--- config.mk ---
export PLATFORM = sky130hd
export DESIGN_NAME = utf8_to_utf32_decoder_core
export DESIGN_NICKNAME = d
export VERILOG_FILES = /design/src/hw/rtl/utf8d_pkg.sv /design/src/hw/rtl/utf8_to_utf32_decoder_core.sv
export SDC_FILE = /design/constraint.sdc
export NUM_CORES = 1
export LEC_CHECK = 0
export BUFFER_PORTS_ARGS = -buffer_cell sky130_fd_sc_hd__clkbuf_2
export CAP_MARGIN = 5
export CORE_MARGIN = 8
export CORE_UTILIZATION = 61
export CTS_CLUSTER_DIAMETER = 200
export DETAILED_ROUTE_END_ITERATION = 7
export GPL_TIMING_DRIVEN = 0
export PLACE_DENSITY = 0.85
export SYNTH_ARGS = -nofsm -noshare
export SYNTH_HDL_FRONTEND = slang
export SYNTH_SLANG_ARGS = --single-unit
--- constraint.sdc ---
create_clock -name clk -period 10.8 [get_ports clk]
set_input_delay 3.24 -clock clk [delete_from_list [all_inputs] [get_ports clk]]
set_output_delay 3.24 -clock clk [all_outputs]
set_load 0.02 [all_outputs]
--- src/hw/rtl/utf8d_pkg.sv ---
// Shared types and constants for the UTF-8 to UTF-32 decoder.
// No dependencies; imported by the decoder core and its checker.
package utf8d_pkg;

  // Characters allowed per buffer before decoding halts.
  localparam logic [5:0] OUTPUT_LIMIT = 6'd32;

  // Field widths.
  localparam int unsigned CP_W     = 31;
  localparam int unsigned COUNT_W  = 6;
  localparam int unsigned REM_W    = 3;
  localparam int unsigned STATUS_W = 2;

  // Result data layout: code_point, status, char_count, zero fill to bytes.
  localparam int unsigned OUT_STATUS_LSB = CP_W;
  localparam int unsigned OUT_COUNT_LSB  = CP_W + STATUS_W;
  localparam int unsigned OUT_USED_W     = CP_W + STATUS_W + COUNT_W;
  localparam int unsigned OUT_DATA_W     = ((OUT_USED_W + 7) / 8) * 8;

  // End-of-buffer status codes.
  typedef enum logic [STATUS_W-1:0] {
    STATUS_OK        = 2'd0,
    STATUS_BAD_LEAD  = 2'd1,
    STATUS_TRUNCATED = 2'd2,
    STATUS_LIMIT     = 2'd3
  } status_t;

endpackage

--- src/hw/rtl/utf8_to_utf32_decoder_core.sv ---
// Top level of the byte-serial UTF-8 to UTF-32 decoder (legacy six-byte forms).
// Depends on utf8d_pkg for field widths, the output limit and status codes.
//
// The decoder takes one byte per clock and gives a result in the cycle after the
// byte that causes it. Each byte goes through one level of lead-byte decode and
// a six-bit shift into the code point register, so the rate is one byte per
// cycle unless stalled; a single output register holds a result while the sink
// stalls, and input is taken whenever that register is empty or being drained.
// Lead bytes 110xxxxx through 1111110x start sequences of two to six bytes;
// continuation bytes contribute their low six bits without a check. A lone
// continuation byte, 0xFE or 0xFF halts decoding until the buffer's last byte,
// as does any byte outside a sequence after OUTPUT_LIMIT characters. The last
// byte always yields a result with tlast set and a status; all state then clears.
module utf8_to_utf32_decoder_core
  import utf8d_pkg::*;
(
  input  logic                  clk,
  input  logic                  rst_n,
  // Input byte stream.
  input  logic                  in_tvalid,
  output logic                  in_tready,
  input  logic [7:0]            in_tdata,   // [7:0] data_byte
  input  logic                  in_tlast,   // last_byte
  // Decoded result stream.
  output logic                  out_tvalid,
  input  logic                  out_tready,
  output logic [OUT_DATA_W-1:0] out_tdata,  // [30:0] code_point, [32:31] status,
                                            // [38:33] char_count, [39] zero
  output logic                  out_tuser,  // char_valid
  output logic                  out_tlast   // end_of_buffer
);

  // Decoder state.
  logic [CP_W-1:0]    acc_r, acc_nxt;
  logic [REM_W-1:0]   rem_r, rem_nxt;
  logic               stopped_r, stopped_nxt;
  status_t            cause_r, cause_nxt;
  logic [COUNT_W-1:0] count_r, count_nxt;

  // Output register.
  logic               out_valid_r;
  logic [CP_W-1:0]    out_cp_r;
  status_t            out_status_r;
  logic [COUNT_W-1:0] out_count_r;
  logic               out_char_r;
  logic               out_last_r;

  logic               in_xfer;
  logic [3:0]         lead_ones;
  logic [CP_W-1:0]    acc_shift;
  logic               have_char;
  logic [CP_W-1:0]    cp;
  status_t            status;

  assign in_tready = !out_valid_r || out_tready;
  assign in_xfer   = in_tvalid && in_tready;

  // Count the leading ones of the incoming byte.
  always_comb begin
    unique casez (in_tdata)
      8'b0???????: lead_ones = 4'd0;
      8'b10??????: lead_ones = 4'd1;
      8'b110?????: lead_ones = 4'd2;
      8'b1110????: lead_ones = 4'd3;
      8'b11110???: lead_ones = 4'd4;
      8'b111110??: lead_ones = 4'd5;
      8'b1111110?: lead_ones = 4'd6;
      8'b11111110: lead_ones = 4'd7;
      default:     lead_ones = 4'd8;
    endcase
  end

  assign acc_shift = {acc_r[CP_W-7:0], in_tdata[5:0]};

  // Decode step: next state, completed character and end status.
  always_comb begin
    acc_nxt     = acc_r;
    rem_nxt     = rem_r;
    stopped_nxt = stopped_r;
    cause_nxt   = cause_r;
    count_nxt   = count_r;
    have_char   = 1'b0;
    cp          = '0;

    if (!stopped_r) begin
      if (rem_r != '0) begin
        acc_nxt = acc_shift;
        rem_nxt = rem_r - REM_W'(1);
        if (rem_r == REM_W'(1)) begin
          have_char = 1'b1;
          cp        = acc_shift;
        end
      end else if (count_r >= OUTPUT_LIMIT) begin
        stopped_nxt = 1'b1;
        cause_nxt   = STATUS_LIMIT;
      end else if (lead_ones == 4'd0) begin
        have_char = 1'b1;
        cp        = CP_W'(in_tdata);
      end else if (lead_ones == 4'd1 || lead_ones > 4'd6) begin
        stopped_nxt = 1'b1;
        cause_nxt   = STATUS_BAD_LEAD;
      end else begin
        // Lead byte keeps its low (7 - ones) bits.
        acc_nxt = CP_W'(in_tdata[6:0] & (7'h7f >> lead_ones));
        rem_nxt = REM_W'(lead_ones - 4'd1);
      end
      if (have_char) begin
        count_nxt = count_r + COUNT_W'(1);
        acc_nxt   = '0;
      end
    end

    // Status is reported only on the last byte.
    status = STATUS_OK;
    if (in_tlast) begin
      if (stopped_nxt) begin
        status = cause_nxt;
      end else if (rem_nxt != '0) begin
        status = STATUS_TRUNCATED;
      end
    end
  end

  // State update; the last byte of a buffer clears everything.
  always_ff @(posedge clk) begin
    if (!rst_n) begin
      acc_r     <= '0;
      rem_r     <= '0;
      stopped_r <= 1'b0;
      cause_r   <= STATUS_OK;
      count_r   <= '0;
    end else if (in_xfer) begin
      if (in_tlast) begin
        acc_r     <= '0;
        rem_r     <= '0;
        stopped_r <= 1'b0;
        cause_r   <= STATUS_OK;
        count_r   <= '0;
      end else begin
        acc_r     <= acc_nxt;
        rem_r     <= rem_nxt;
        stopped_r <= stopped_nxt;
        cause_r   <= cause_nxt;
        count_r   <= count_nxt;
      end
    end
  end

  // Output register valid flag.
  always_ff @(posedge clk) begin
    if (!rst_n) begin
      out_valid_r <= 1'b0;
    end else if (in_xfer && (have_char || in_tlast)) begin
      out_valid_r <= 1'b1;
    end else if (out_tready) begin
      out_valid_r <= 1'b0;
    end
  end

  // Output register payload, loaded with each result.
  always_ff @(posedge clk) begin
    if (in_xfer && (have_char || in_tlast)) begin
      out_cp_r     <= cp;
      out_status_r <= status;
      out_count_r  <= count_nxt;
      out_char_r   <= have_char;
      out_last_r   <= in_tlast;
    end
  end

  assign out_tvalid = out_valid_r;
  assign out_tdata  = {{(OUT_DATA_W - OUT_USED_W){1'b0}}, out_count_r, out_status_r, out_cp_r};
  assign out_tuser  = out_char_r;
  assign out_tlast  = out_last_r;

endmodule

==> results.cfg, run 1 <==
[placement]
port_buffers = 54
dp_cells = 472
gp_congestion = 0.9426
placed_area_mm2 = 0.004098
hpwl_um = 5365

[sta]
timing.fmax_mhz = 143.4
fin_crit_sh_pct = 64.56
finalSetupViolCount = 0
fin_skew_ns = 0.007123
rsz0062_at_grt = no
finalMaxSlewViolations = 0
max_slew_margin_pct = 38.65
fin_crit_ns = 6.973
worst_pin_slew_ns = 0.9183
finalHoldViolations = 0
fin_tns_setup_ns = 0
holdWs_ns = 0.4568

[power_and_ir_drop]
pwr-share-clk_pct = 31.5
powerDensity_mw_per_mm2 = 152.5
intPower_w = 0.0004768
p_seq_share_pct = 51.9
ir_worst_vdd_mv = 0.1012
p_switching_w = 0.0001757
total_leakage_power_nw = 1.676
p_comb_share_pct = 16.6
sw_frac_of_total_pct = 26.92

[synth]
synth_area_per_cell_um2 = 10.89
yosysWarnings = 0
synth_top_family_by_area = simple AND/OR/NAND/NOR gates
synth_nets = 366
synth-edff-count = 41
synth_fa_ha_area_share_pct = 3.351
synth_compound_area_share_pct = 10.25
synth_xor_area_share_pct = 1.408
ys_ff_latch = 79
synthCells = 343
synth-simple-area-share_pct = 18.97
async_reset_ff_share_pct = 0
yosys_most_used_dff = edfxtp_1
synthDistinctLibCells = 54
ys_seq_area_share_pct = 53.35
synthMuxAreaShare_pct = 7.004
netlist_area_mm2 = 0.003734

[drt]
drtAntennaViolNets = 0
first_pass_iters = 4
via_per_inst = 5.520
num_vias = 2694
wl_per_cell_um = 15.21
drt_iter0_markers = 134
routed_wl_um = 7423
drc = 0

[clocking]
cts_tree = built
clockRootBuffer = clkbuf_8
cts_hold_buf = 0
clkTransAtPathRegs_ns = 0.07
cts_buffer_depth = 2
cts.sinks = 79
cts_resized = 0
insertion_delay_ns = 0.35
cts_buffers = 9
htree_levels = 3
post_cts.repair.setup_buffers = 0

[critical_path]
arrival_ns = 3.73
cp_max_fo = 4
crit_family = buffers and inverters
start_kind = input port
required_ns = 7.56
crit_type = in -> out
crit_buf_inv = 2
crit_chain = clkbuf_2 -> or2b_1 -> clkbuf_2
cp-end-kind = primary output
cpPeakStageDelay_ns = 0.25
crit_top_cell = clkbuf_2
cpMaxStageDelayCell = or2b_1

[cells_and_area]
area_delta_synth_final_pct = 14.61
final_core_util_pct = 72.27
fin_area_mm2 = 0.004279
antenna-diode-count = 0
final_cells = 488
nets = 431
layout-drive-gt1-share_pct = 21.31

[floorplan]
num_rows = 28
die_x_um = 94.24
io_pins = 57
start_util_pct = 63.06
die_area_mm2 = 0.008880
dieHeight_um = 94.24
coreArea_mm2 = 0.005921

[global_routing]
antenna_found_initial = 0
grt_max_degree = 42
overflow = 0
grt_util_all_layers_pct = 17.66
grt_pass1_wl_um = 12300
grt_pass1_vias = 2704

[worst_hold_path]
min-delay-path-class = reg -> reg

[run_status]
status = complete, no violations

[flow_run]
max-cap-violations = 0
worst register-to-register path, stage by stage (launching register included):
cell and delay, ns:
dfxtp_1 0.42, inv_1 0.09, ha_1 0.28, nor2b_1 0.16, a41oi_1 0.10, nor3_2 0.37, clkbuf_1 0.44, o21ai_0 0.25
inv_2 0.69
power groups by stage:
| stage | logic (W) | registers [W] | clock network, W |
|---|---|---|---|
| after global placement | 0.000106 | 0.000345 | 0 |
| after global routing | 0.000118 | 0.000340 | 0.000221 |
| after detailed placement | 0.000107 | 0.000346 | 0 |
| after floorplan | 0.0000598 | 0.000362 | 0 |
| after CTS | 0.000108 | 0.000339 | 0.000210 |
| final | 0.000108 | 0.000339 | 0.000206 |
placed cells by master (no fill, tap or decap), types with 3 or more instances in the layout:
cell type and count:
nand2_1 59, clkbuf_2 54, edfxtp_1 41, dfxtp_1 38, and2_1 28, mux2i_1 25
nor2_1 15, o21ai_0 12, clkbuf_8 11, inv_1 11, ha_1 10, clkbuf_1 8
nand3_1 6, a21oi_1 6, a31oi_1 5, o21a_1 5, a22oi_1 5, xnor2_1 4
nor2b_1 3, dlygate4sd3_1 3, o211ai_1 3, nand3b_1 3, or3_1 3, a32o_1 3
cell usage after synthesis, types with 4 or more instances:
library cell,instances,area share [%]
and2_1,28,4.7
dfxtp_1,38,20
nor2_1,15,1.5
a31oi_1,5,0.84
ha_1,10,3.4
clkbuf_1,6,0.60
nand2_1,59,5.9
a21oi_1,6,0.80
o21ai_0,12,1.6
xnor2_1,4,0.94
edfxtp_1,41,33
mux2i_1,25,6.7
o21a_1,5,1.0
inv_1,12,1.2
a22oi_1,5,1.0
nand3_1,6,0.80
path summary, 6_finish.rpt:
check / from / to / slack (ns) / depth (start not counted)
hold reg to reg: acc_r[22] / acc_r[22] / 0.46 / 2
setup reg to reg: rem_r[0] / out_cp_r[25] / 7.62 / 8
hold / removal: acc_r[22] / acc_r[22] / 0.46 / 2
setup / recovery: out_tready / in_tready / 3.83 / 3
layer usage:
| layer | track usage [%] | share of wire [%] | vias to the layer above |
|---|---|---|---|
| met5 | 0 | 0 | - |
| li1 | - | - | 1344 |
| met3 | 5.755 | 6.1 | 16 |
| met2 | 29.49 | 50 | 60 |
| met4 | 9.908 | 2.2 | 0 |
| met1 | 19.28 | 41 | 1274 |
through the flow:
step,worst slack (ns),total power (W)
CTS,3.820,0.0006572
global placement,3.677,0.0004507
global route,3.795,0.0006792
finish,3.827,0.0006524
detailed placement,3.821,0.0004530
floorplan,4.012,0.0004218
sequential cells by signal, indices dropped and copies added, names as in the netlist:
| name | flops |
|---|---|
| out_status_r | 2 |
| rem_r | 3 |
| out_tlast | 1 |
| count_r | 6 |
| out_cp_r | 31 |
| cause_r | 2 |
| acc_r | 25 |
| out_tuser | 1 |
| stopped_r | 1 |
| out_count_r | 6 |
| out_tvalid | 1 |
kinds of logic after synthesis:
logic type               Yosys count
other                              1
multiplexers                      26
adder cells (fa/ha/maj)           10
buffers and inverters             30
AO/OA/AOI/OAI                     53
flip-flops                        79
AND/OR/NAND/NOR                  138
XOR/XNOR                           6
layout make-up:
type | count | area (µm²)
Fill cell | 424 | 1642
Buffer | 18 | 162.7
Timing Repair Buffer | 54 | 270.3
Clock inverter | 5 | 50.05
Tap cell | 75 | 93.84
Sequential cell | 79 | 1992
Inverter | 12 | 45.04
Clock buffer | 11 | 131.4
Multi-Input combinational cell | 234 | 1534
Power figures use the tool's default switching activity.
==> run 2: changes to the inputs <==
CORE_UTILIZATION = 57   (was 61)
PLACE_DENSITY = 0.8   (was 0.85)
clock period = 6.83 ns   (was 10.8 ns; I/O delays follow)
==> results.cfg, run 2 (synthesis gave the netlist of run 1 again) <==
[placement]
port_buffers = 54
hpwl_um = 5440
dp_cells = 474
gp_congestion = 0.9369

[floorplan]
io_pins = 57
start_util_pct = 58.80
coreArea_mm2 = 0.006350
num_rows = 29
dieHeight_um = 96.93
die_area_mm2 = 0.009395
die_x_um = 96.93

[clocking]
cts_resized = 0
cts.sinks = 79
insertion_delay_ns = 0.35
htree_levels = 3
clkTransAtPathRegs_ns = 0.08
cts_buffer_depth = 2
cts_tree = built
post_cts.repair.setup_buffers = 0
cts_buffers = 9
cts_hold_buf = 0
clockRootBuffer = clkbuf_8

[sta]
max_slew_margin_pct = 39.47
fin_tns_setup_ns = 0
finalHoldViolations = 0
fin_crit_ns = 5.404
finalMaxSlewViolations = 0
fin_skew_ns = 0.008012
worst_pin_slew_ns = 0.9060
finalSetupViolCount = 0
fin_crit_sh_pct = 79.12
rsz0062_at_grt = no
holdWs_ns = 0.4567
timing.fmax_mhz = 185.0

[global_routing]
antenna_found_initial = 0
overflow = 0
grt_max_degree = 42
grt_pass1_wl_um = 12680
grt_util_all_layers_pct = 16.39
grt_pass1_vias = 2703

[critical_path]
cp_max_fo = 41
arrival_ns = 5.38
required_ns = 6.80
rrSetupSlack_ns = 3.57
start_kind = input port
crit_type = in -> reg
cp-end-kind = flop

[cells_and_area]
antenna-diode-count = 0
final_common_cell = nand2_1
reg_top3 = out_cp_r x31, acc_r x25
area_delta_synth_final_pct = 14.48
final_cell_mix = nand2_1 (59), clkbuf_2 (54), edfxtp_1 (41), dfxtp_1 (38), and2_1 (28)
nets = 431
regMostFlops = out_cp_r
layout-drive-gt1-share_pct = 21.79
largest_reg_flops = 31
final_core_util_pct = 67.31
final_cells = 490

[drt]
num_vias = 2724
first_pass_iters = 4
drtAntennaViolNets = 0
via_per_inst = 5.559
drt_iter0_markers = 170
routed_wl_um = 7531
drc = 0
wl_per_cell_um = 15.37

[power_and_ir_drop]
powerDensity_mw_per_mm2 = 237.4
total_leakage_power_nw = 1.671
p_total_w = 0.001015
ir_worst_vdd_mv = 0.1304

[run_status]
status = complete, no violations

[worst_hold_path]
min-delay-path-class = reg -> reg

[flow_run]
max-cap-violations = 0
-- run 2: changes by cell type in the layout (fill, tap and decap cells not counted) --
| cell | delta |
|---|---|
| clkbuf_1 | -2 |
| bufinv_16 | -1 |
| clkbuf_8 | +1 |
| clkinv_4 | +1 |
| clkinvlp_4 | +1 |
-- run 2: report_power, final --
part / switching (W) / internal, W / leakage, nW / total (W)
combinational: 0.000110 / 0.0000605 / 0.878 / 0.000171
clock: 0.000169 / 0.000139 / 0.0834 / 0.000308
sequential: 0.00000849 / 0.000527 / 0.709 / 0.000536
-- run 2: worst paths after layout --
kind,startpoint,to,cells after the start
max reg2reg,rem_r[0],out_tuser,8
min,acc_r[21],acc_r[21],2
min reg2reg,acc_r[21],acc_r[21],2
max,in_tdata[6],out_tuser,10
-- run 2: layout make-up --
cell class,instances,area (µm²)
plain buffers,18,162.7
clock buffers,10,137.6
clock inverters,6,36.28
fillers,482,2076
inverters,12,45.04
multi-input cells,234,1534
flip-flops and latches,79,1992
well taps,77,96.34
repair buffers,54,270.3
-- run 2: worst max-delay path, cell delays in order --
cell,delay (ns)
clkbuf_2,0.17
nand4_4,0.17
o41ai_1,0.70
inv_1,0.20
ha_1,0.32
a41oi_1,0.43
nor3_2,0.16
clkbuf_1,0.28
o21ai_0,0.41
inv_2,0.44
-- run 2: metal layers --
| metal | wire length [µm] | GRT usage [%] |
|---|---|---|
| met1 | 3207 | 18.87 |
| met2 | 3786 | 26.88 |
| met3 | 426 | 5.263 |
| met4 | 110 | 7.929 |
| met5 | 0 | 0 |
-- run 2: per-stage QoR --
stage | area [µm²] | setup slack [ns]
after floorplan | 3734 | 1.815
after global placement | 4100 | 0.8788
after detailed placement | 4100 | 1.065
after CTS | 4274 | 1.438
after global routing | 4274 | 1.107
final | 4274 | 1.426
==> run 3: changes to the inputs <==
ABC_AREA = 1   (was not set)
CORE_UTILIZATION = 51   (was 57)
PLACE_DENSITY = 0.76   (was 0.8)
clock period = 4.5 ns   (was 6.83 ns; I/O delays follow)
==> results.cfg, run 3 <==
[run_status]
status = complete, no violations

[cells_and_area]
final_cell_mix = inv_1 (59), clkbuf_2 (55), nand2_1 (47), nor2_1 (44), edfxtp_1 (41)
layout-drive-gt1-share_pct = 26.26
antenna-diode-count = 0
final_core_util_pct = 61.13
n_fill_cell = 625
area_delta_synth_final_pct = 17.23
largest_reg_flops = 31
regMostFlops = out_cp_r
reg_top3 = out_cp_r x31, acc_r x25
fin_area_mm2 = 0.004410
final_common_cell = inv_1
final_cells = 556
nets = 476

[synth]
synthDistinctLibCells = 43
synthCells = 386
synth.most_common_cell = inv_1
synth_nets = 409
synth_area_per_cell_um2 = 9.747
synth_area_leaders = edfxtp_1 (33%), dfxtp_1 (20%), a211oi_2 (6.3%)
yosysWarnings = 0
async_reset_ff_share_pct = 0
yosys_most_used_dff = edfxtp_1
synth_top_area_share_pct = 32.72
netlist_area_mm2 = 0.003762
ys_seq_area_share_pct = 52.94
ys_ff_latch = 79
synth.largest_area_cell = edfxtp_1
ys_top_cells_by_count = inv_1 (59), nand2_1 (47), nor2_1 (44)
synth-edff-count = 41

[worst_hold_path]
min-delay-path-class = reg -> reg

[power_and_ir_drop]
ir_worst_vdd_mv = 0.1868
total_leakage_power_nw = 1.786
powerDensity_mw_per_mm2 = 388.5

[sta]
fin_crit_ns = 4.012
rsz0062_at_grt = no
worst_pin_slew_ns = 0.6778
fin_crit_sh_pct = 89.16
max_slew_margin_pct = 54.64
fin_skew_ns = 0.01150
finalMaxSlewViolations = 0
fin_tns_setup_ns = 0
timing.fmax_mhz = 249.3
finalSetupViolCount = 0
finalHoldViolations = 0

[clocking]
cts.sinks = 79
cts_buffer_depth = 2
clkTransAtPathRegs_ns = 0.08
cts_hold_buf = 0
cts_buffers = 9
cts_resized = 0
post_cts.repair.setup_buffers = 0
htree_levels = 3
insertion_delay_ns = 0.36
clockRootBuffer = clkbuf_8
cts_tree = built

[floorplan]
dieHeight_um = 101.9
io_pins = 57
coreArea_mm2 = 0.007214
die_area_mm2 = 0.01038
die_x_um = 101.9
num_rows = 31
start_util_pct = 52.15

[drt]
drt_iter0_markers = 193
wl_per_cell_um = 13.78
via_per_inst = 5.101
num_vias = 2836
drc = 0
drtAntennaViolNets = 0
routed_wl_um = 7659
first_pass_iters = 4

[critical_path]
crit_type = in -> reg
cp_max_fo = 28
arrival_ns = 4.07
rrSetupSlack_ns = 1.81
cp-end-kind = flop
required_ns = 4.55
start_kind = input port

[global_routing]
grt_max_degree = 29
grt_pass1_wl_um = 12690
antenna_found_initial = 0
grt_util_all_layers_pct = 15.59
overflow = 0
grt_pass1_vias = 2734

[placement]
port_buffers = 55
dp_cells = 541
gp_congestion = 0.9039
placed_area_mm2 = 0.004200
hpwl_um = 5642

[flow_run]
max-cap-violations = 0
## run 3: cell count changes after synthesis, moves of 4 or more
cell      previous run  this run
o21a_1               5         1
mux2i_1             25         0
and2_1              28         0
nor2_1              15        44
nand2_2              0         5
a21oi_1              6        39
nand3_1              6        12
a211oi_2             2        19
inv_1               12        59
a22oi_1              5         0
nand2_1             59        47
## run 3: report_power, final
| group | switching [W] | internal, W |
|---|---|---|
| combinational | 0.000213 | 0.000101 |
| clock | 0.000258 | 0.000308 |
| sequential | 0.0000185 | 0.000815 |
## run 3: area by class of cell
| cell class | count | area [µm²] | share of cell area (%) |
|---|---|---|---|
| inverters | 64 | 242.7 | 5.504 |
| flip-flops and latches | 79 | 1992 | 45.16 |
| clock inverters | 6 | 86.33 | 1.957 |
| repair buffers | 56 | 302.8 | 6.865 |
| plain buffers | 14 | 103.9 | 2.355 |
| well taps | 99 | 123.9 | 2.809 |
| multi-input cells | 229 | 1435 | 32.54 |
| clock buffers | 9 | 123.9 | 2.809 |
## run 3: kinds of logic (layout without fill, tap and decap cells)
logic type	count (synthesis)	after routing	share of synthesized area (%)
AO/OA/AOI/OAI	88	88	17.33
AND/OR/NAND/NOR	125	125	15.93
other	1	1	0.09967
buffers and inverters	78	149	9.212
XOR/XNOR	5	5	1.164
adder cells (fa/ha/maj)	10	10	3.326
flip-flops	79	79	52.94
## run 3: worst paths after layout
| check | from | endpoint | depth (start not counted) |
|---|---|---|---|
| min reg2reg | acc_r[1] | acc_r[1] | 2 |
| min | acc_r[1] | acc_r[1] | 2 |
| max reg2reg | rem_r[1] | out_cp_r[30] | 9 |
| max | in_tdata[5] | out_cp_r[30] | 14 |
## run 3: critical path, cell delays in order
cell,delay [ns]
clkbuf_2,0.11
nand2_1,0.18
nor2_8,0.06
nand2_2,0.08
nand2_1,0.05
a21oi_1,0.28
ha_1,0.33
nand2_4,0.11
nor3_4,0.20
a21oi_4,0.09
nor2_4,0.17
inv_1,0.21
a21oi_4,0.57
buf_16,0.26
## run 3: metrics by stage
stage	setup WS (ns)	total power (W)	hold WS, ns
3_5_place_dp	0.1039	0.001164	0.4598
3_3_place_gp	-0.8113	0.001150	0.4547
6_report	0.4880	0.001713	0.4694
4_1_cts	0.4779	0.001723	0.4705
5_1_grt	0.2937	0.001787	0.4998
2_1_floorplan	0.03474	0.001074	0.4388
## run 3: metal layers
| metal | global-route usage (%) | part of all wire (%) | wire, µm | up-vias |
|---|---|---|---|---|
| li1 | - | - | - | 1421 |
| met1 | 17.95 | 43 | 3274 | 1336 |
| met2 | 26.56 | 49 | 3786 | 67 |
| met3 | 4.155 | 5.8 | 448 | 12 |
| met4 | 6.998 | 2.0 | 150 | 0 |
| met5 | 0 | 0 | 0 | - |
